[config.mk]
export PLATFORM = sky130hd
export DESIGN_NAME = frame_decoder_crc16_check
export DESIGN_NICKNAME = d
export VERILOG_FILES = /design/src/fdc_pkg.sv /design/src/frame_decoder_crc16_check.sv /design/src/fdc_crc_byte.sv /design/src/fdc_frame_ctl.sv
export SDC_FILE = /design/constraint.sdc
export NUM_CORES = 1
export LEC_CHECK = 0
export BUFFER_PORTS_ARGS = -buffer_cell sky130_fd_sc_hd__buf_4
export CORE_UTILIZATION = 45
export CTS_CLUSTER_SIZE = 10
export DETAILED_ROUTE_END_ITERATION = 16
export GPL_TIMING_DRIVEN = 0
export HOLD_SLACK_MARGIN = 0.02
export PLACE_DENSITY_LB_ADDON = 0.1
export SYNTH_ARGS = -nofsm -noshare
export SYNTH_HDL_FRONTEND = slang
export SYNTH_SLANG_ARGS = --single-unit
[constraint.sdc]
create_clock -name clk -period 9.33 [get_ports clk]
set_clock_uncertainty 0.15 [all_clocks]
set_input_delay 1.866 -clock clk [delete_from_list [all_inputs] [get_ports clk]]
set_output_delay 1.866 -clock clk [all_outputs]
set_load 0.05 [all_outputs]
[src/fdc_pkg.sv]
`timescale 1ns / 1ps
// Package for the frame decoder with CRC-16 check.
// Types, result codes and frame constants shared by all fdc modules; no dependencies.
package fdc_pkg;

    // Frame geometry
    localparam int unsigned MAX_PAYLOAD  = 246;
    localparam int unsigned MAX_FRAME    = 255;
    localparam int unsigned HEADER_BYTES = 7;
    localparam int unsigned MIN_FRAME    = 9;    // header plus two CRC bytes

    // CRC-16, MSB first, no reflection, no final xor
    localparam logic [15:0] CRC_INIT = 16'hFFFF;
    localparam logic [15:0] CRC_POLY = 16'h1021;

    // Header byte positions
    localparam logic [7:0] POS_MAGIC    = 8'd0;
    localparam logic [7:0] POS_VERSION  = 8'd1;
    localparam logic [7:0] POS_SWARM    = 8'd2;
    localparam logic [7:0] POS_SOURCE   = 8'd3;
    localparam logic [7:0] POS_DEST     = 8'd4;
    localparam logic [7:0] POS_SEQUENCE = 8'd5;
    localparam logic [7:0] POS_LENGTH   = 8'd6;

    // Configuration register indexes
    localparam logic [0:0] REG_MAGIC   = 1'b0;
    localparam logic [0:0] REG_VERSION = 1'b1;

    // Result item kinds
    localparam logic KIND_PAYLOAD = 1'b0;
    localparam logic KIND_STATUS  = 1'b1;

    typedef enum logic [2:0] {
        STATUS_OK,
        STATUS_BAD_SIZE,
        STATUS_BAD_MAGIC,
        STATUS_BAD_VERSION,
        STATUS_BAD_LENGTH,
        STATUS_BAD_CRC
    } fdc_status_t;

    // Configuration values seen by the frame logic
    typedef struct packed {
        logic [7:0] magic_byte;
        logic [3:0] protocol_version;
    } fdc_cfg_t;

    // One result item
    typedef struct packed {
        logic        result_kind;
        logic [7:0]  payload_byte;
        logic [7:0]  payload_index;
        fdc_status_t status;
        logic [3:0]  frame_type;
        logic [7:0]  swarm;
        logic [7:0]  source;
        logic [7:0]  destination;
        logic [7:0]  sequence_res;
        logic [7:0]  payload_length;
    } fdc_item_t;

endpackage

[src/frame_decoder_crc16_check.sv]
`timescale 1ns / 1ps
// Top level of the frame decoder with CRC-16 check: input stage, frame logic,
// output register and configuration registers. Depends on fdc_pkg and fdc_frame_ctl.
//
// Usage:
//   Input stream s_*: one frame byte per item in s_tdata, s_tlast on the last byte.
//   Output stream m_*: m_tuser = 0 for a forwarded payload byte, 1 for the
//   end-of-frame status item; header fields ride along on both kinds.
//   Config channel cfg_*: index 0 is the magic byte, index 1 the protocol
//   version (low four bits of cfg_data). cfg_ready is always high; write only
//   while no frame byte is in flight.
// Timing:
//   An accepted byte is captured in the input stage register and, unless the
//   pipe stalls, processed into the output register that drives m_tvalid.
//   Absent a stall, one item per cycle is sustained: the byte-wide CRC update
//   and header decode sit in the single logic stage between input and output
//   registers. Only payload bytes and the last byte (status) give a result item.
// Reset and stall:
//   Reset clears frame state (CRC to 0xFFFF), config registers and both
//   stages. While m_tvalid is high and m_tready low the whole pipe holds and
//   s_tready is low; no item is dropped.
module frame_decoder_crc16_check
(
    input  logic        clk,
    input  logic        rst_n,
    // Input stream
    input  logic        s_tvalid,
    output logic        s_tready,
    input  logic [7:0]  s_tdata,    // [7:0] rx_byte
    input  logic        s_tlast,    // frame_end
    // Output stream
    output logic        m_tvalid,
    input  logic        m_tready,
    output logic [63:0] m_tdata,    // [7:0] payload_byte, [15:8] payload_index,
                                    // [18:16] status, [22:19] frame_type,
                                    // [30:23] swarm, [38:31] source,
                                    // [46:39] destination, [54:47] sequence_res,
                                    // [62:55] payload_length, [63] zero
    output logic        m_tuser,    // [0] result_kind
    // Configuration writes
    input  logic        cfg_valid,
    output logic        cfg_ready,
    input  logic [0:0]  cfg_index,
    input  logic [7:0]  cfg_data
);

    logic               stall;
    logic               in_valid_reg;
    logic [7:0]         in_byte_reg;
    logic               in_last_reg;
    logic               out_valid_reg;
    fdc_pkg::fdc_item_t out_item_reg;
    fdc_pkg::fdc_cfg_t  cfg_reg;
    logic               res_valid;
    fdc_pkg::fdc_item_t res;
    logic               step_en;

    // Pipe holds while a result waits
    assign stall    = out_valid_reg && !m_tready;
    assign s_tready = !stall;
    assign step_en  = in_valid_reg && !stall;
    assign cfg_ready = 1'b1;

    // Input stage valid
    always_ff @(posedge clk or negedge rst_n)
    begin
        if (!rst_n)
        begin
            in_valid_reg <= 1'b0;
        end
        else if (!stall)
        begin
            in_valid_reg <= s_tvalid;
        end
    end

    // Input stage payload
    always_ff @(posedge clk)
    begin
        if (s_tvalid && !stall)
        begin
            in_byte_reg <= s_tdata;
            in_last_reg <= s_tlast;
        end
    end

    fdc_frame_ctl u_frame
    (
        .clk       (clk),
        .rst_n     (rst_n),
        .step_en   (step_en),
        .rx_byte   (in_byte_reg),
        .frame_end (in_last_reg),
        .cfg       (cfg_reg),
        .res_valid (res_valid),
        .res       (res)
    );

    // Output register valid
    always_ff @(posedge clk or negedge rst_n)
    begin
        if (!rst_n)
        begin
            out_valid_reg <= 1'b0;
        end
        else if (!stall)
        begin
            out_valid_reg <= res_valid;
        end
    end

    // Output register payload
    always_ff @(posedge clk)
    begin
        if (res_valid && !stall)
        begin
            out_item_reg <= res;
        end
    end

    // Configuration registers
    always_ff @(posedge clk or negedge rst_n)
    begin
        if (!rst_n)
        begin
            cfg_reg <= '0;
        end
        else if (cfg_valid)
        begin
            case (cfg_index)
                fdc_pkg::REG_MAGIC:   cfg_reg.magic_byte       <= cfg_data;
                fdc_pkg::REG_VERSION: cfg_reg.protocol_version <= cfg_data[3:0];
                default: ;
            endcase
        end
    end

    // Output packing
    assign m_tvalid = out_valid_reg;
    assign m_tuser  = out_item_reg.result_kind;
    assign m_tdata  = {1'b0,
                       out_item_reg.payload_length,
                       out_item_reg.sequence_res,
                       out_item_reg.destination,
                       out_item_reg.source,
                       out_item_reg.swarm,
                       out_item_reg.frame_type,
                       out_item_reg.status,
                       out_item_reg.payload_index,
                       out_item_reg.payload_byte};

endmodule

[src/fdc_crc_byte.sv]
`timescale 1ns / 1ps
// One-byte CRC-16 update (poly 0x1021, MSB first), purely combinational.
// Depends on fdc_pkg for the polynomial.
module fdc_crc_byte
(
    input  logic [15:0] crc_in,
    input  logic [7:0]  data,
    output logic [15:0] crc_out
);

    // Eight bit steps over the byte folded into the high half
    always_comb
    begin
        logic [15:0] c;
        c = crc_in ^ {data, 8'h00};
        for (int k = 0; k < 8; k++)
        begin
            if (c[15])
            begin
                c = {c[14:0], 1'b0} ^ fdc_pkg::CRC_POLY;
            end
            else
            begin
                c = {c[14:0], 1'b0};
            end
        end
        crc_out = c;
    end

endmodule

[src/fdc_frame_ctl.sv]
`timescale 1ns / 1ps
// Frame state: byte position, running CRC, header fields and the frame verdict.
// Depends on fdc_pkg and fdc_crc_byte.
module fdc_frame_ctl
(
    input  logic                clk,
    input  logic                rst_n,
    input  logic                step_en,
    input  logic [7:0]          rx_byte,
    input  logic                frame_end,
    input  fdc_pkg::fdc_cfg_t   cfg,
    output logic                res_valid,
    output fdc_pkg::fdc_item_t  res
);

    logic [7:0]  pos_reg, pos_next;
    logic [15:0] crc_reg, crc_next;
    logic        magic_good_reg, magic_good_next;
    logic        version_good_reg, version_good_next;
    logic [3:0]  type_reg, type_next;
    logic [7:0]  swarm_reg, swarm_next;
    logic [7:0]  source_reg, source_next;
    logic [7:0]  dest_reg, dest_next;
    logic [7:0]  seq_reg, seq_next;
    logic [7:0]  len_reg, len_next;
    logic [7:0]  crc_hi_reg, crc_hi_next;

    logic [15:0] crc_fed;
    logic [8:0]  crc_end;
    logic [8:0]  frame_len;
    logic        in_header;
    logic        in_payload;
    logic [7:0]  pay_idx;
    logic        pay_emit;
    fdc_pkg::fdc_status_t verdict;

    fdc_crc_byte u_crc
    (
        .crc_in  (crc_reg),
        .data    (rx_byte),
        .crc_out (crc_fed)
    );

    // Region decode
    assign crc_end    = 9'(fdc_pkg::HEADER_BYTES) + {1'b0, len_reg};
    assign in_header  = pos_reg < 8'(fdc_pkg::HEADER_BYTES);
    assign in_payload = !in_header && ({1'b0, pos_reg} < crc_end);
    assign pay_idx    = pos_reg - 8'(fdc_pkg::HEADER_BYTES);
    assign pay_emit   = in_payload && !frame_end && (pay_idx < 8'(fdc_pkg::MAX_PAYLOAD));
    assign frame_len  = {1'b0, pos_reg} + 9'd1;

    // Verdict, checks in priority order
    always_comb
    begin
        if (frame_len < 9'(fdc_pkg::MIN_FRAME) || frame_len > 9'(fdc_pkg::MAX_FRAME))
        begin
            verdict = fdc_pkg::STATUS_BAD_SIZE;
        end
        else if (!magic_good_reg)
        begin
            verdict = fdc_pkg::STATUS_BAD_MAGIC;
        end
        else if (!version_good_reg)
        begin
            verdict = fdc_pkg::STATUS_BAD_VERSION;
        end
        else if (len_reg > 8'(fdc_pkg::MAX_PAYLOAD) ||
                 (crc_end + 9'd2) != frame_len)
        begin
            verdict = fdc_pkg::STATUS_BAD_LENGTH;
        end
        else if ({crc_hi_reg, rx_byte} != crc_reg)
        begin
            verdict = fdc_pkg::STATUS_BAD_CRC;
        end
        else
        begin
            verdict = fdc_pkg::STATUS_OK;
        end
    end

    // Header capture and CRC update for this byte
    always_comb
    begin
        crc_next          = crc_reg;
        magic_good_next   = magic_good_reg;
        version_good_next = version_good_reg;
        type_next         = type_reg;
        swarm_next        = swarm_reg;
        source_next       = source_reg;
        dest_next         = dest_reg;
        seq_next          = seq_reg;
        len_next          = len_reg;
        crc_hi_next       = crc_hi_reg;
        if (in_header || in_payload)
        begin
            crc_next = crc_fed;
        end
        else if ({1'b0, pos_reg} == crc_end)
        begin
            crc_hi_next = rx_byte;
        end
        case (pos_reg)
            fdc_pkg::POS_MAGIC:
            begin
                magic_good_next = (rx_byte == cfg.magic_byte);
            end
            fdc_pkg::POS_VERSION:
            begin
                version_good_next = (rx_byte[7:4] == cfg.protocol_version);
                type_next         = rx_byte[3:0];
            end
            fdc_pkg::POS_SWARM:    swarm_next  = rx_byte;
            fdc_pkg::POS_SOURCE:   source_next = rx_byte;
            fdc_pkg::POS_DEST:     dest_next   = rx_byte;
            fdc_pkg::POS_SEQUENCE: seq_next    = rx_byte;
            fdc_pkg::POS_LENGTH:   len_next    = rx_byte;
            default: ;
        endcase
    end

    // Position: saturates at the largest frame size
    always_comb
    begin
        if (pos_reg < 8'(fdc_pkg::MAX_FRAME))
        begin
            pos_next = pos_reg + 8'd1;
        end
        else
        begin
            pos_next = pos_reg;
        end
    end

    // Result item; header fields include this byte's capture
    always_comb
    begin
        res_valid          = step_en && (frame_end || pay_emit);
        res.result_kind    = frame_end ? fdc_pkg::KIND_STATUS : fdc_pkg::KIND_PAYLOAD;
        res.payload_byte   = frame_end ? 8'd0 : rx_byte;
        res.payload_index  = frame_end ? 8'd0 : pay_idx;
        res.status         = frame_end ? verdict : fdc_pkg::STATUS_OK;
        res.frame_type     = type_next;
        res.swarm          = swarm_next;
        res.source         = source_next;
        res.destination    = dest_next;
        res.sequence_res   = seq_next;
        res.payload_length = len_next;
    end

    // Frame state registers; the last byte returns them to reset values
    always_ff @(posedge clk or negedge rst_n)
    begin
        if (!rst_n)
        begin
            pos_reg          <= '0;
            crc_reg          <= fdc_pkg::CRC_INIT;
            magic_good_reg   <= 1'b0;
            version_good_reg <= 1'b0;
            type_reg         <= '0;
            swarm_reg        <= '0;
            source_reg       <= '0;
            dest_reg         <= '0;
            seq_reg          <= '0;
            len_reg          <= '0;
            crc_hi_reg       <= '0;
        end
        else if (step_en)
        begin
            if (frame_end)
            begin
                pos_reg          <= '0;
                crc_reg          <= fdc_pkg::CRC_INIT;
                magic_good_reg   <= 1'b0;
                version_good_reg <= 1'b0;
                type_reg         <= '0;
                swarm_reg        <= '0;
                source_reg       <= '0;
                dest_reg         <= '0;
                seq_reg          <= '0;
                len_reg          <= '0;
                crc_hi_reg       <= '0;
            end
            else
            begin
                pos_reg          <= pos_next;
                crc_reg          <= crc_next;
                magic_good_reg   <= magic_good_next;
                version_good_reg <= version_good_next;
                type_reg         <= type_next;
                swarm_reg        <= swarm_next;
                source_reg       <= source_next;
                dest_reg         <= dest_next;
                seq_reg          <= seq_next;
                len_reg          <= len_next;
                crc_hi_reg       <= crc_hi_next;
            end
        end
    end

    // Checks
    a_clear_after_end: assert property (@(posedge clk) disable iff (!rst_n)
        step_en && frame_end |=> pos_reg == '0 && crc_reg == fdc_pkg::CRC_INIT)
        else $error("frame state not cleared after last byte");

    a_pos_bounded: assert property (@(posedge clk) disable iff (!rst_n)
        pos_reg <= 8'(fdc_pkg::MAX_FRAME))
        else $error("byte position past maximum frame");

    a_index_bounded: assert property (@(posedge clk) disable iff (!rst_n)
        res_valid && res.result_kind == fdc_pkg::KIND_PAYLOAD
            |-> res.payload_index < 8'(fdc_pkg::MAX_PAYLOAD))
        else $error("payload item index out of range");

    a_ok_length: assert property (@(posedge clk) disable iff (!rst_n)
        res_valid && res.result_kind == fdc_pkg::KIND_STATUS &&
            res.status == fdc_pkg::STATUS_OK |-> frame_len == crc_end + 9'd2)
        else $error("good status on a frame of wrong length");

endmodule

---- Yosys cells after proc, flatten, opt, wreduce, memory -nomap -nowiden ----
Index checks and enable logic that the tools add are counted.
Widths: inputs -> output; s select.
storage, ports and cells
  bits in registers ....................... 165
  bits of input ports ..................... 23
  output and inout port bits .............. 68
  logic and storage cells ................. 134
cells by class
  $add $sub $neg .......................... 5
  magnitude comparators ................... 7
  equality and inequality tests ........... 12
  multiplexer cells ....................... 37
  bitwise gates (word level) .............. 13
  reductions and logical operators ........ 31
operators by type and width
  operator             count
  $mux 8               15
  $mux 13              8
  $mux 16              2
  $eq 8x3->1 const B   3
  $not 3->3            8
  $eq 8x2->1 const B   2
  $lt 8x8->1 const B   2
  $ne 16x16->1         1
  $xor 16x16->16       1
  $reduce_and 2->1     6
  $reduce_bool 2->1    5
  $add 3x8->9 const A  1
  $add 8x1->9 const B  1
  $add 9x2->9 const B  1
  $eq 8x9->1           1
  $gt 9x8->1 const B   1
  $lt 8x9->1           1
  $lt 9x4->1 const B   1
  $ne 9x9->1           1
  $add 8x1->8 const B  1
  $eq 8x1->1 const B   1
  $eq 8x8->1           1
  $gt 8x8->1 const B   1
  $logic_and 1x1->1    8
  15 further kinds     32

---- Longest topological paths before layout ----
Gate-level depths: netlist of the first run.
  word-level depth ........................ 19
  depth in mapped cells ................... 14
  mapped depth without buffers ............ 13

---- By module ----
Synthesis of the first run repeated with hierarchy kept, for this count alone.
second synthesis, totals
  cell total of the unflattened synthesis .. 715
  area total of the unflattened synthesis .. 8483.1 um^2
by module, submodules not included
  module                     instances  cells each  area each (um^2)  seq. area each (um^2)
  fdc_frame_ctl              1          578         5286.3            1971.9
  frame_decoder_crc16_check  1          112         2801.4            2542.4
  fdc_crc_byte               1          25          395.4             0.0

---- Least setup slack after synthesis of the first run ----
Ideal clock, no wire load.
  kind .................................... input -> register
  from .................................... input port m_tready
  to ...................................... register out_item_reg, in the netlist m_tdata[0] (enable)
  setup time .............................. 0.486 ns
  data arrival time ....................... 5.889 ns
  data required time ...................... 8.694 ns
  setup slack ............................. 2.805 ns
  stages on the path ...................... 5
  buffers on the path ..................... 2
  cell sequence ........................... nand2b_1 > nand2_1 > clkbuf_1 > clkbuf_1 > nor2_1
on the way
  word-level cells in the longest chain between the ends .. 6
ends and longest elaborated chain
  item                    line                                                               source
  start: declaration      frame_decoder_crc16_check.sv:33                                    input logic m_tready,
  $logic_not 1->1 (*)     frame_decoder_crc16_check.sv:59                                    assign stall = out_valid_reg && !m_tready;
  $logic_and 1x1->1 (*)   frame_decoder_crc16_check.sv:59
  $logic_not 1->1 (*)     frame_decoder_crc16_check.sv:61, frame_decoder_crc16_check.sv:115
  $logic_and 1x1->1       frame_decoder_crc16_check.sv:61                                    assign step_en = in_valid_reg && !stall;
  $logic_and 1x1->1       fdc_frame_ctl.sv:138                                               res_valid = step_en && (frame_end || pay_emit);
  $logic_and 1x1->1 (*)   frame_decoder_crc16_check.sv:115                                   if (res_valid && !stall)
  end signal: assignment  frame_decoder_crc16_check.sv:117                                   out_item_reg <= res;
  end: declaration        frame_decoder_crc16_check.sv:52                                    fdc_pkg::fdc_item_t out_item_reg;
Every way passes the cells marked *; elsewhere a longest branch is shown, timed or not.
A chain may end at the register's enable or synchronous reset.

---- Final worst setup path of the first run ----
  from .................................... register u_frame.len_reg[0]
  to ...................................... register out_item_reg, in the netlist m_tdata[53] (enable)
on the way
  word-level cells in the longest chain between the ends .. 8
ends and longest elaborated chain
  item                             line                              source
  start: declaration               fdc_frame_ctl.sv:25               logic [7:0] len_reg, len_next;
  start signal: assignment         fdc_frame_ctl.sv:195              len_reg <= len_next;
  $add 3x8->9                      fdc_frame_ctl.sv:45               assign crc_end = 9'(fdc_pkg::HEADER_BYTES) + {1'b0, len_reg};
  $lt 8x9->1                       fdc_frame_ctl.sv:47               assign in_payload = !in_header && ({1'b0, pos_reg} < crc_end);
  $logic_and 1x1->1                fdc_frame_ctl.sv:47
  $logic_and 1x1->1 (2 in series)  fdc_frame_ctl.sv:49               assign pay_emit = in_payload && !frame_end && (pay_idx < 8'(fdc_pkg::MAX_PAYLOAD));
  $logic_or 1x1->1                 fdc_frame_ctl.sv:138
  $logic_and 1x1->1                fdc_frame_ctl.sv:138
  $logic_and 1x1->1                frame_decoder_crc16_check.sv:115
Every way passes these cells.

==> summary.txt, run 1 <==
Status
  – Outcome: completed

Yosys
  – Largest area contributor in the netlist: edfxtp_1
  – Top-area cell type share of the netlist area: 0.255
  – Mean Syn Cell Area: 11.1 sq um
  – Net Count, Synth: 817
  – Cell variety after synth: 60
  – Synth area leaders: edfxtp_1 (25%), dfrtp_1 (22%), mux2_2 (7.3%), xnor2_1 (6.1%), dfstp_2 (4.9%)
  – Yosys reg bits: 165
  – Share of flip-flops with an asynchronous set or reset: 0.558
  – Most used DFF post-synth: dfrtp_1
  – Number of flops mapped to enable cells by yosys: 73
  – Synth Cell Area: 8600 sq um
  – Syn Inst Count: 778
  – Synth warnings: 0
  – Sequential area share after synthesis: 0.525

Die
  – Die W: 140 microns
  – # IOs: 91
  – Die area: 19700 sq um
  – Starting density of the core: 0.460
  – Row cnt: 50
  – Core area: 18700 sq um
  – Die H: 140 microns

GRT
  – Largest net degree at the start of global routing: 93
  – Met3 usage: 0.0397
  – Met1 Resource Use GR: 0.326
  – All-Layer GR Usage: 0.234
  – Global-route wire length before repair: 35.1 mm
  – Grt ovf: 0
  – Global route hottest layer: met2
  – Vias in the first global route: 6389
  – Met2 Use GR: 0.372
  – Initial antenna violation count: 0

Worst hold path
  – Worst hold stages: 2
  – Worst min path class: reg -> reg

Clocking
  – Cts repair resizes: 0
  – Clk slew on worst S/H paths: 0.07 ns
  – Clock buffer count from CTS: 17
  – Hold Buf Count CTS: 0
  – CTS sink count: 165
  – CTS H-tree depth: 4
  – # Post-CTS Setup Buffers: 0
  – Root Buffer: clkbuf_16
  – Max Root-Sink Buffers: 2
  – Clk_lat worst skew: 0.44 ns
  – CTS tree: built

Critical path
  – Crit Path Max Fanout: 36
  – Worst setup path start: u_frame.len_reg[0]
  – Startpoint Class: flip-flop
  – Crit path DAT: 4.74 ns
  – Reg2Reg Launch Point: u_frame.len_reg[0]
  – Reg2reg end: m_tdata[53]
  – Worst setup EP type: flip-flop
  – Crit path kind: reg -> reg
  – CP required: 9.31 ns
  – R2R Setup Slk: 4.56 ns
  – End of the critical path: m_tdata[53]
  – R2R depth: 14

Final layout
  – Final non-filler cell total: 1133
  – Most common cell after layout, fill and taps aside: buf_4
  – Most frequent cells in the layout: buf_4 (92), dfrtp_1 (76), edfxtp_1 (73)
  – # diodes: 0
  – Fin nets: 925
  – Share of cells above drive strength 1: 0.250
  – Number of fill cells in the layout: 1632
  – Layout area overhead: 19.0%
  – Max reg flops: 63

Pwr
  – Pwr dens: 279 nW/um^2
  – Maximum VDD drop: 143 uV
  – Leakage power: 4.03 nW

Route
  – Wire length per cell: 19.3 microns
  – Antenna Nets Post-Route: 0
  – Avg Vias per Cell: 5.71
  – First-pass DRT Iterations: 5
  – DRC: 0
  – Detailed Route Iter0 Violations: 524
  – Vias: 6472
  – Routed WL: 21.9 mm

STA
  – Max Slew Vio Count: 0
  – Fin crit share: 0.511
  – Final setup fails: 0
  – Slew @ Worst Pin: 1.20 ns
  – Unrepaired setup endpoints after global routing: no
  – Max_slew headroom: 0.198
  – Final hold vios: 0
  – Fmax: 210 MHz
  – Setup TNS: 0 ns
  – Fin crit period: 4.77 ns

Flow run
  – # Max-Cap Violations: 0

Place
  – Port bufs: 88
  – Final GP Congestion: 0.870
  – Hpwl dp: 15.1 mm
  – Inst Count DP: 1101
==> layer usage <==
metal  share of wire  up-vias
met3           0.051       32
met5               0        -
met2            0.47      220
li1                -     3037
met4           0.016        0
met1            0.46     3183
==> area by class of cell <==
type                       count  area (sq um)  area share
multi-input combinational    540          3800       0.371
tap                          234           293      0.0286
timing repair buffer          89           681      0.0665
clock inverter                13           214      0.0209
sequential                   165          4510       0.441
clock buffer                  19           443      0.0433
buffer                        62           255      0.0249
inverter                      11          41.3     0.00403
==> cell usage after synthesis (16+ instances only) <==
cell and instances:
edfxtp_1 73, clkbuf_1 50, xor2_1 17, xnor2_1 60, o21ai_0 58, mux2_2 56
dfstp_2 16, nor2b_1 21, a22oi_1 44, ha_1 16, nor2_1 38, nand2_1 63
dfrtp_1 76, nor3_1 32
==> per-stage QoR <==
step | hold WS [ns] | power [W] | utilization | cell area (sq um) | setup WS [ns]
finish | 0.360 | 0.00286 | 0.547 | 10200 | 4.56
global route | 0.386 | 0.00301 | 0.547 | 10200 | 4.21
CTS | 0.363 | 0.00287 | 0.547 | 10200 | 4.52
detailed placement | 0.347 | 0.00208 | 0.512 | 9580 | 4.44
global placement | 0.331 | 0.00205 | 0.511 | 9560 | 1.54
floorplan | 0.316 | 0.00183 | - | 8600 | 2.80
==> worst max-delay path, stage by stage, from the launching register on <==
cell and delay, ns:
dfrtp_1 0.43, inv_1 0.15, ha_1 0.18, nor2b_2 0.32, nor2b_2 0.08, xnor2_1 0.43, ha_1 0.34, nand4_1 0.16
nor2_1 0.06, a211o_1 0.27, a2111o_1 0.47, nand2_1 0.09, a31oi_1 0.19, nor2_4 0.80, buf_12 0.31
==> where the power goes <==
part	total (W)	internal [W]	switching (W)
registers	0.00112	0.000980	0.000137
logic	0.000960	0.000409	0.000551
clock network	0.000782	0.000466	0.000316
==> cells by family (layout without fill, tap and decap cells) <==
family | Yosys count | count (layout) | synth area share
and+or+nand+nor | 225 | 225 | 0.136
muxes | 57 | 57 | 0.0745
adders and majority gates | 16 | 16 | 0.0233
buffers and inverters | 73 | 194 | 0.0345
AOI/OAI and AO/OA | 163 | 163 | 0.128
other | 2 | 2 | 0.000873
DFF | 165 | 165 | 0.525
xor gates and xnor gates | 77 | 77 | 0.0784
==> how the worst min path moves through the flow <==
stage	start	end
detailed placement	u_frame.source_reg[3]	u_frame.source_reg[3]
floorplan	u_frame.dest_reg[0]	u_frame.dest_reg[0]
finish	u_frame.seq_reg[2]	u_frame.seq_reg[2]
CTS	u_frame.dest_reg[6]	u_frame.dest_reg[6]
global placement	u_frame.dest_reg[3]	u_frame.dest_reg[3]
global route	u_frame.seq_reg[1]	u_frame.seq_reg[1]
(Power assumes the default switching activity.)
==> run 2, diff against run 1 <==
- clock period: 9.33 -> 4.3 ns (I/O delays scaled with it)
==> run 2 against run 1 <==
  * Critical path depth unchanged
  * Sequential share of layout area up 0.065 points
  * Via count up 1.4%
  * Global-route usage up 0.16 points
  * Setup slack worse by 4.3 ns
  * Die area unchanged
  * Critical endpoint is now m_tdata[25]
  * Largest power group unchanged
  * Highest routed layer unchanged
==> summary.txt, run 2 (synthesized netlist as in run 1, its figures left out) <==
Route
  – Antenna Nets Post-Route: 0 (unchanged)
  – DRC: 0 (unchanged)
  – Vias: 6562 (+1.4%)
  – First-pass DRT Iterations: 5 (unchanged)
  – Wire length per cell: 19.7 microns (+2.0%)
  – Avg Vias per Cell: 5.78 (+1.1%)
  – Routed WL: 22.4 mm (+2.3%)
  – Detailed Route Iter0 Violations: 616 (+18%)

Place
  – Place WS: -0.528 ns (-4.97 ns)
  – Port bufs: 88 (unchanged)
  – Hpwl dp: 15.3 mm (+1.4%)
  – Final GP Congestion: 0.848 (-2.5%)

STA
  – Fmax: 246 MHz (+17%)
  – Max_slew headroom: 0.172 (-0.0254)
  – Final hold vios: 0 (unchanged)
  – Final Worst Setup Slack: 0.232 ns (-4.33 ns)
  – Final setup fails: 0 (unchanged)
  – Fin crit period: 4.07 ns (-0.697 ns)
  – Fin crit share: 0.946 (+0.435)
  – Slew @ Worst Pin: 1.24 ns (+0.0382 ns)
  – Max Slew Vio Count: 0 (unchanged)

GRT
  – Largest net degree at the start of global routing: 93 (unchanged)
  – All-Layer GR Usage: 0.236 (+0.00163)
  – Initial antenna violation count: 0 (unchanged)
  – Vias in the first global route: 6342 (-0.74%)
  – Grt ovf: 0 (unchanged)
  – Global-route wire length before repair: 35.4 mm (+0.75%)

Pwr
  – Leakage power: 4.02 nW (-0.31%)
  – Maximum VDD drop: 349 uV (+140%)
  – Pwr dens: 593 nW/um^2 (+110%)

Final layout
  – Fin nets: 928 (+0.32%)
  – Share of cells above drive strength 1: 0.256 (+0.00582)
  – Most frequent cells in the layout: buf_4 (93), dfrtp_1 (76), edfxtp_1 (73)
  – Fin util: 0.547 (-0.000803)
  – Number of fill cells in the layout: 1603 (-1.8%)
  – Layout area overhead: 18.9%
  – # diodes: 0 (unchanged)
  – Max reg flops: 63 (unchanged)
  – Most common cell after layout, fill and taps aside: buf_4

Die
  – Core area: 18700 sq um (unchanged)
  – Die W: 140 microns (unchanged)
  – Die area: 19700 sq um (unchanged)
  – Starting density of the core: 0.460 (unchanged)
  – # IOs: 91 (unchanged)
  – Row cnt: 50 (unchanged)
  – Die H: 140 microns (unchanged)

Clocking
  – CTS tree: built
  – Clk_lat worst skew: 0.43 ns (about the same)
  – Clock buffer count from CTS: 17 (unchanged)
  – Clk slew on worst S/H paths: 0.07 ns (about the same)
  – CTS H-tree depth: 4 (unchanged)
  – CTS sink count: 165 (unchanged)
  – Root Buffer: clkbuf_16
  – Max Root-Sink Buffers: 2 (unchanged)

Status
  – Outcome: completed

Worst hold path
  – Worst min path class: reg -> reg
  – Worst hold stages: 2 (unchanged)
  – Hold endpoint: u_frame.dest_reg[2]
  – Hold path startpoint: u_frame.dest_reg[2]

Critical path
  – R2R depth: 14 (unchanged)
  – Startpoint Class: flip-flop
  – Worst setup EP type: flip-flop
  – R2R Setup Slk: 0.23 ns (-4.33 ns)
  – Reg2Reg Launch Point: u_frame.len_reg[0]
  – Reg2reg end: m_tdata[25]
  – Crit Path Max Fanout: 15 (-58%)
  – Crit path DAT: 4.04 ns (-0.70 ns)
  – CP required: 4.27 ns (-5.04 ns)
  – Crit path kind: reg -> reg

Flow run
  – # Max-Cap Violations: 0 (unchanged)
-- run 2: metal layers --
metal / up-vias / track usage / share of wire
li1: 3059 / - / -
met3: 33 / 0.0421 / 0.049
met5: - / 0 / 0
met1: 3254 / 0.329 / 0.46
met4: 0 / 0.0850 / 0.020
met2: 216 / 0.368 / 0.47
-- run 2: worst max-delay path by stage --
stage,slack [ns],to,from,depth (start not counted)
after floorplan,0.06,m_tdata[0],u_frame.len_reg[0],13
after global placement,-0.78,m_tdata[5],u_frame.len_reg[0],13
after detailed placement,-0.53,m_tdata[13],u_frame.len_reg[0],14
after CTS,0.06,m_tdata[4],u_frame.len_reg[0],13
after global routing,-0.008,m_tdata[19],u_frame.len_reg[0],14
final,0.23,m_tdata[25],u_frame.len_reg[0],14
-- run 2: power breakdown --
| group | leakage [nW] | switching, W | internal, W |
|---|---|---|---|
| logic | 1.90 | 0.00121 | 0.000897 |
| clock network | 0.289 | 0.000706 | 0.000825 |
| registers | 1.83 | 0.000297 | 0.00213 |
-- run 2: what timing repair did --
action,CTS,global route
endpoints found under the setup margin,64,64
endpoints found under the hold margin,0,0
buffers inserted,1,1
cloned,1,0
pin swaps,1,1
gates resized for setup,2,1
hold buffers,0,0
-- run 2: critical path, cell delays in order (launching register included) --
cell and delay [ns]:
dfrtp_1 0.43, inv_1 0.14, ha_1 0.19, nor2b_2 0.33, nor2b_2 0.10, xnor2_2 0.30
ha_1 0.32, nand4_1 0.15, nor2_1 0.07, a211o_1 0.29, a2111o_1 0.48, nand2_1 0.12
a31oi_2 0.21, nor2_4 0.20, buf_4 0.27
-- run 2: layout make-up --
type                       instances  area [sq um]  area share
tap                              234           293      0.0286
inverter                          11          41.3     0.00404
clock buffer                      17           425      0.0416
buffer                            62           255      0.0250
multi-input combinational        541          3820       0.374
clock inverter                    15           164      0.0160
sequential                       165          4510       0.442
timing repair buffer              91           708      0.0693
-- run 2: per-stage QoR --
step / power, W / area (sq um) / TNS [ns] / cells / hold WS (ns)
2_1_floorplan: 0.00397 / 8610 / 0 / 778 / 0.316
3_3_place_gp: 0.00445 / 9560 / -49.29 / 1100 / 0.332
3_5_place_dp: 0.00453 / 9580 / -26.15 / 1101 / 0.341
4_1_cts: 0.00608 / 10200 / 0 / 1135 / 0.357
5_1_grt: 0.00638 / 10200 / -0.0688 / 1136 / 0.376
6_report: 0.00607 / 10200 / 0 / 1136 / 0.359
==> run 3, diff against run 2 <==
- clock period: 4.3 -> 4 ns (I/O delays scaled with it)
==> run 3 against run 2 <==
  * Sequential power increased by 8%
  * Combinational power increased by 9%
  * Final cell count unchanged
  * Clock power increased by 9%
  * Maximum frequency increased by 4.8%
  * Global-route usage increased by 0.22 points
  * Power increased by 8.4%
  * Utilization increased by 0.27 points
  * Critical path type unchanged
  * Critical endpoint is now m_tdata[53]
==> summary.txt, run 3 (synthesized netlist as in run 1, its figures left out) <==
Die
  – Core area: 18700 sq um (unchanged)
  – Die W: 140 microns (unchanged)
  – Starting density of the core: 0.460 (unchanged)
  – Row cnt: 50 (unchanged)
  – Die area: 19700 sq um (unchanged)
  – Die H: 140 microns (unchanged)
  – # IOs: 91 (unchanged)

Pwr
  – Maximum VDD drop: 360 uV (+3.2%)
  – Leakage power: 4.02 nW (about the same)
  – Switching share of total power: 0.358 (-0.00749)
  – Seq pwr share: 0.397 (-0.003)
  – Clock Power Share: 0.254 (+0.002)
  – Pwr dens: 640 nW/um^2 (+7.9%)
  – Logic pwr share: 0.349 (about the same)
  – Internal power: 0.00422 W (+9.7%)
  – Sw Pwr: 0.00236 W (+6.2%)

Clocking
  – Root Buffer: clkbuf_16
  – CTS tree: built
  – Max Root-Sink Buffers: 2 (unchanged)
  – Clock buffer count from CTS: 17 (unchanged)
  – CTS H-tree depth: 4 (unchanged)
  – CTS sink count: 165 (unchanged)
  – Clk_lat worst skew: 0.43 ns (about the same)
  – Clk slew on worst S/H paths: 0.07 ns (about the same)

Final layout
  – # diodes: 0 (unchanged)
  – Max reg flops: 63 (unchanged)
  – Most frequent cells in the layout: buf_4 (92), dfrtp_1 (76), edfxtp_1 (73)
  – Most common cell after layout, fill and taps aside: buf_4
  – Post-Layout Inst Area: 10300 sq um (+0.49%)
  – Fin nets: 928 (unchanged)
  – Layout area overhead: 19.4%
  – Fin util: 0.549 (+0.00268)
  – Share of cells above drive strength 1: 0.259 (+0.00333)

Worst hold path
  – Worst min path class: reg -> reg
  – Hold path startpoint: u_frame.source_reg[0]

Place
  – Hpwl dp: 15.3 mm (-0.39%)
  – Final GP Congestion: 0.857 (+0.97%)
  – Port bufs: 88 (unchanged)
  – Place WS: -0.533 ns (-0.00571 ns)
  – Post-DP Area: 9630 sq um (+0.50%)

GRT
  – Largest net degree at the start of global routing: 93 (unchanged)
  – Vias in the first global route: 6413 (+1.1%)
  – Grt ovf: 0 (unchanged)
  – Initial antenna violation count: 0 (unchanged)
  – All-Layer GR Usage: 0.238 (+0.00220)
  – Global-route wire length before repair: 35.6 mm (+0.72%)

Flow run
  – # Max-Cap Violations: 0 (unchanged)

Critical path
  – Worst setup path start: u_frame.len_reg[1]
  – Reg2Reg Launch Point: u_frame.len_reg[1]
  – CP Cell Sequence: inv_1 -> ha_2 -> nor2b_4 -> nor2b_2 -> xnor2_2 -> ha_1 -> nand4_1 -> nor2_1 -> a211o_1 -> a2111o_1 -> nand2_2 -> a31oi_4 -> nor2_4 -> buf_12
  – Largest stage delay, worst path: 0.46 ns (-0.02 ns)
  – CP max stage cell: dfrtp_1
  – Crit path DAT: 3.86 ns (-0.18 ns)
  – Crit Path Max Fanout: 32 (+17)
  – Crit path max-delay family: compound AO/OA/AOI/OAI gates
  – Startpoint Class: flip-flop
  – CP required: 3.98 ns (-0.29 ns)
  – R2R Setup Slk: 0.12 ns (-0.11 ns)
  – Crit path kind: reg -> reg
  – Worst setup EP type: flip-flop
  – Bufs and invs on worst path: 2 (unchanged)

STA
  – Slew @ Worst Pin: 1.25 ns (+0.00568 ns)
  – Fin crit period: 3.88 ns (-0.185 ns)
  – Fin crit share: 0.971 (+0.0246)
  – Unrepaired setup endpoints after global routing: no
  – Max Slew Vio Count: 0 (unchanged)
  – Fmax: 258 MHz (+4.8%)
  – Hold slack: 0.359 ns (-0.0000140 ns)
  – Final Worst Setup Slack: 0.117 ns (-0.115 ns)
  – Final hold vios: 0 (unchanged)
  – Max_slew headroom: 0.168 (-0.00379)
  – Final setup fails: 0 (unchanged)

Status
  – Outcome: completed

Route
  – Routed WL: 22.5 mm (+0.71%)
  – Antenna Nets Post-Route: 0 (unchanged)
  – Avg Vias per Cell: 5.78 (about the same)
  – First-pass DRT Iterations: 5 (unchanged)
  – Detailed Route Iter0 Violations: 520 (-16%)
  – Wire length per cell: 19.8 microns (+0.71%)
  – DRC: 0 (unchanged)
  – Vias: 6567 (+0.076%)
[run 3: cell count changes in the layout (fill, tap and decap cells not counted), moves of 2 or more]
cell	previous run	this run
inv_6	6	3
clkbuf_1	50	52
clkinv_8	2	0
ha_1	16	14
inv_1	11	9
inv_2	0	2
[run 3: area by class of cell]
cell class                      instances  area, sq um
Timing Repair Buffer                   91          721
Fill cell                            1652         8430
Multi-Input combinational cell        541         3860
Inverter                               11         41.3
Buffer                                 62          255
Tap cell                              234          293
Clock buffer                           20          447
Clock inverter                         12          146
Sequential cell                       165         4510
[run 3: what timing repair did]
item                       4_1_cts  5_1_grt
pin swaps                        1        1
resized for setup                1        0
hold buffers                     0        0
gates cloned                     1        0
setup buffers                    1        1
setup endpoints to repair       64       16
[run 3: per-stage QoR]
stage	instances	setup TNS, ns	total power (W)
2_1_floorplan	778	-0.230	0.00430
3_3_place_gp	1100	-48.13	0.00481
3_5_place_dp	1101	-26.11	0.00489
4_1_cts	1135	0	0.00659
5_1_grt	1136	0	0.00693
6_report	1136	0	0.00658
[run 3: power groups by stage]
stage / registers, W / logic [W] / clock network [W]
after floorplan: 0.00283 / 0.00147 / 0
after global placement: 0.00261 / 0.00220 / 0
after detailed placement: 0.00263 / 0.00226 / 0
after CTS: 0.00260 / 0.00229 / 0.00169
after global routing: 0.00265 / 0.00251 / 0.00176
final: 0.00261 / 0.00230 / 0.00167
[run 3: tightest hold or removal path: stages, from the launching register on]
cell,delay [ns]
dfrtp_1,0.37
nand2_1,0.05
o21ai_0,0.06
[run 3: worst paths after layout]
check / endpoint / depth (start not counted)
max reg2reg: m_tdata[53] / 14
min reg2reg: u_frame.source_reg[0] / 2
min in group asynchronous: u_frame.source_reg[4] / 1
max: m_tdata[53] / 14
max in group asynchronous: u_frame.len_reg[2] / 1
min: u_frame.source_reg[0] / 2
[run 3: routing by layer]
| metal | part of all wire | wire length, microns | up-vias | global-route usage |
|---|---|---|---|---|
| li1 | - | - | 3057 | - |
| met1 | 0.46 | 10300 | 3246 | 0.333 |
| met2 | 0.47 | 10600 | 231 | 0.377 |
| met3 | 0.051 | 1160 | 33 | 0.0356 |
| met4 | 0.021 | 463 | 0 | 0.0827 |
| met5 | 0 | 0 | - | 0 |
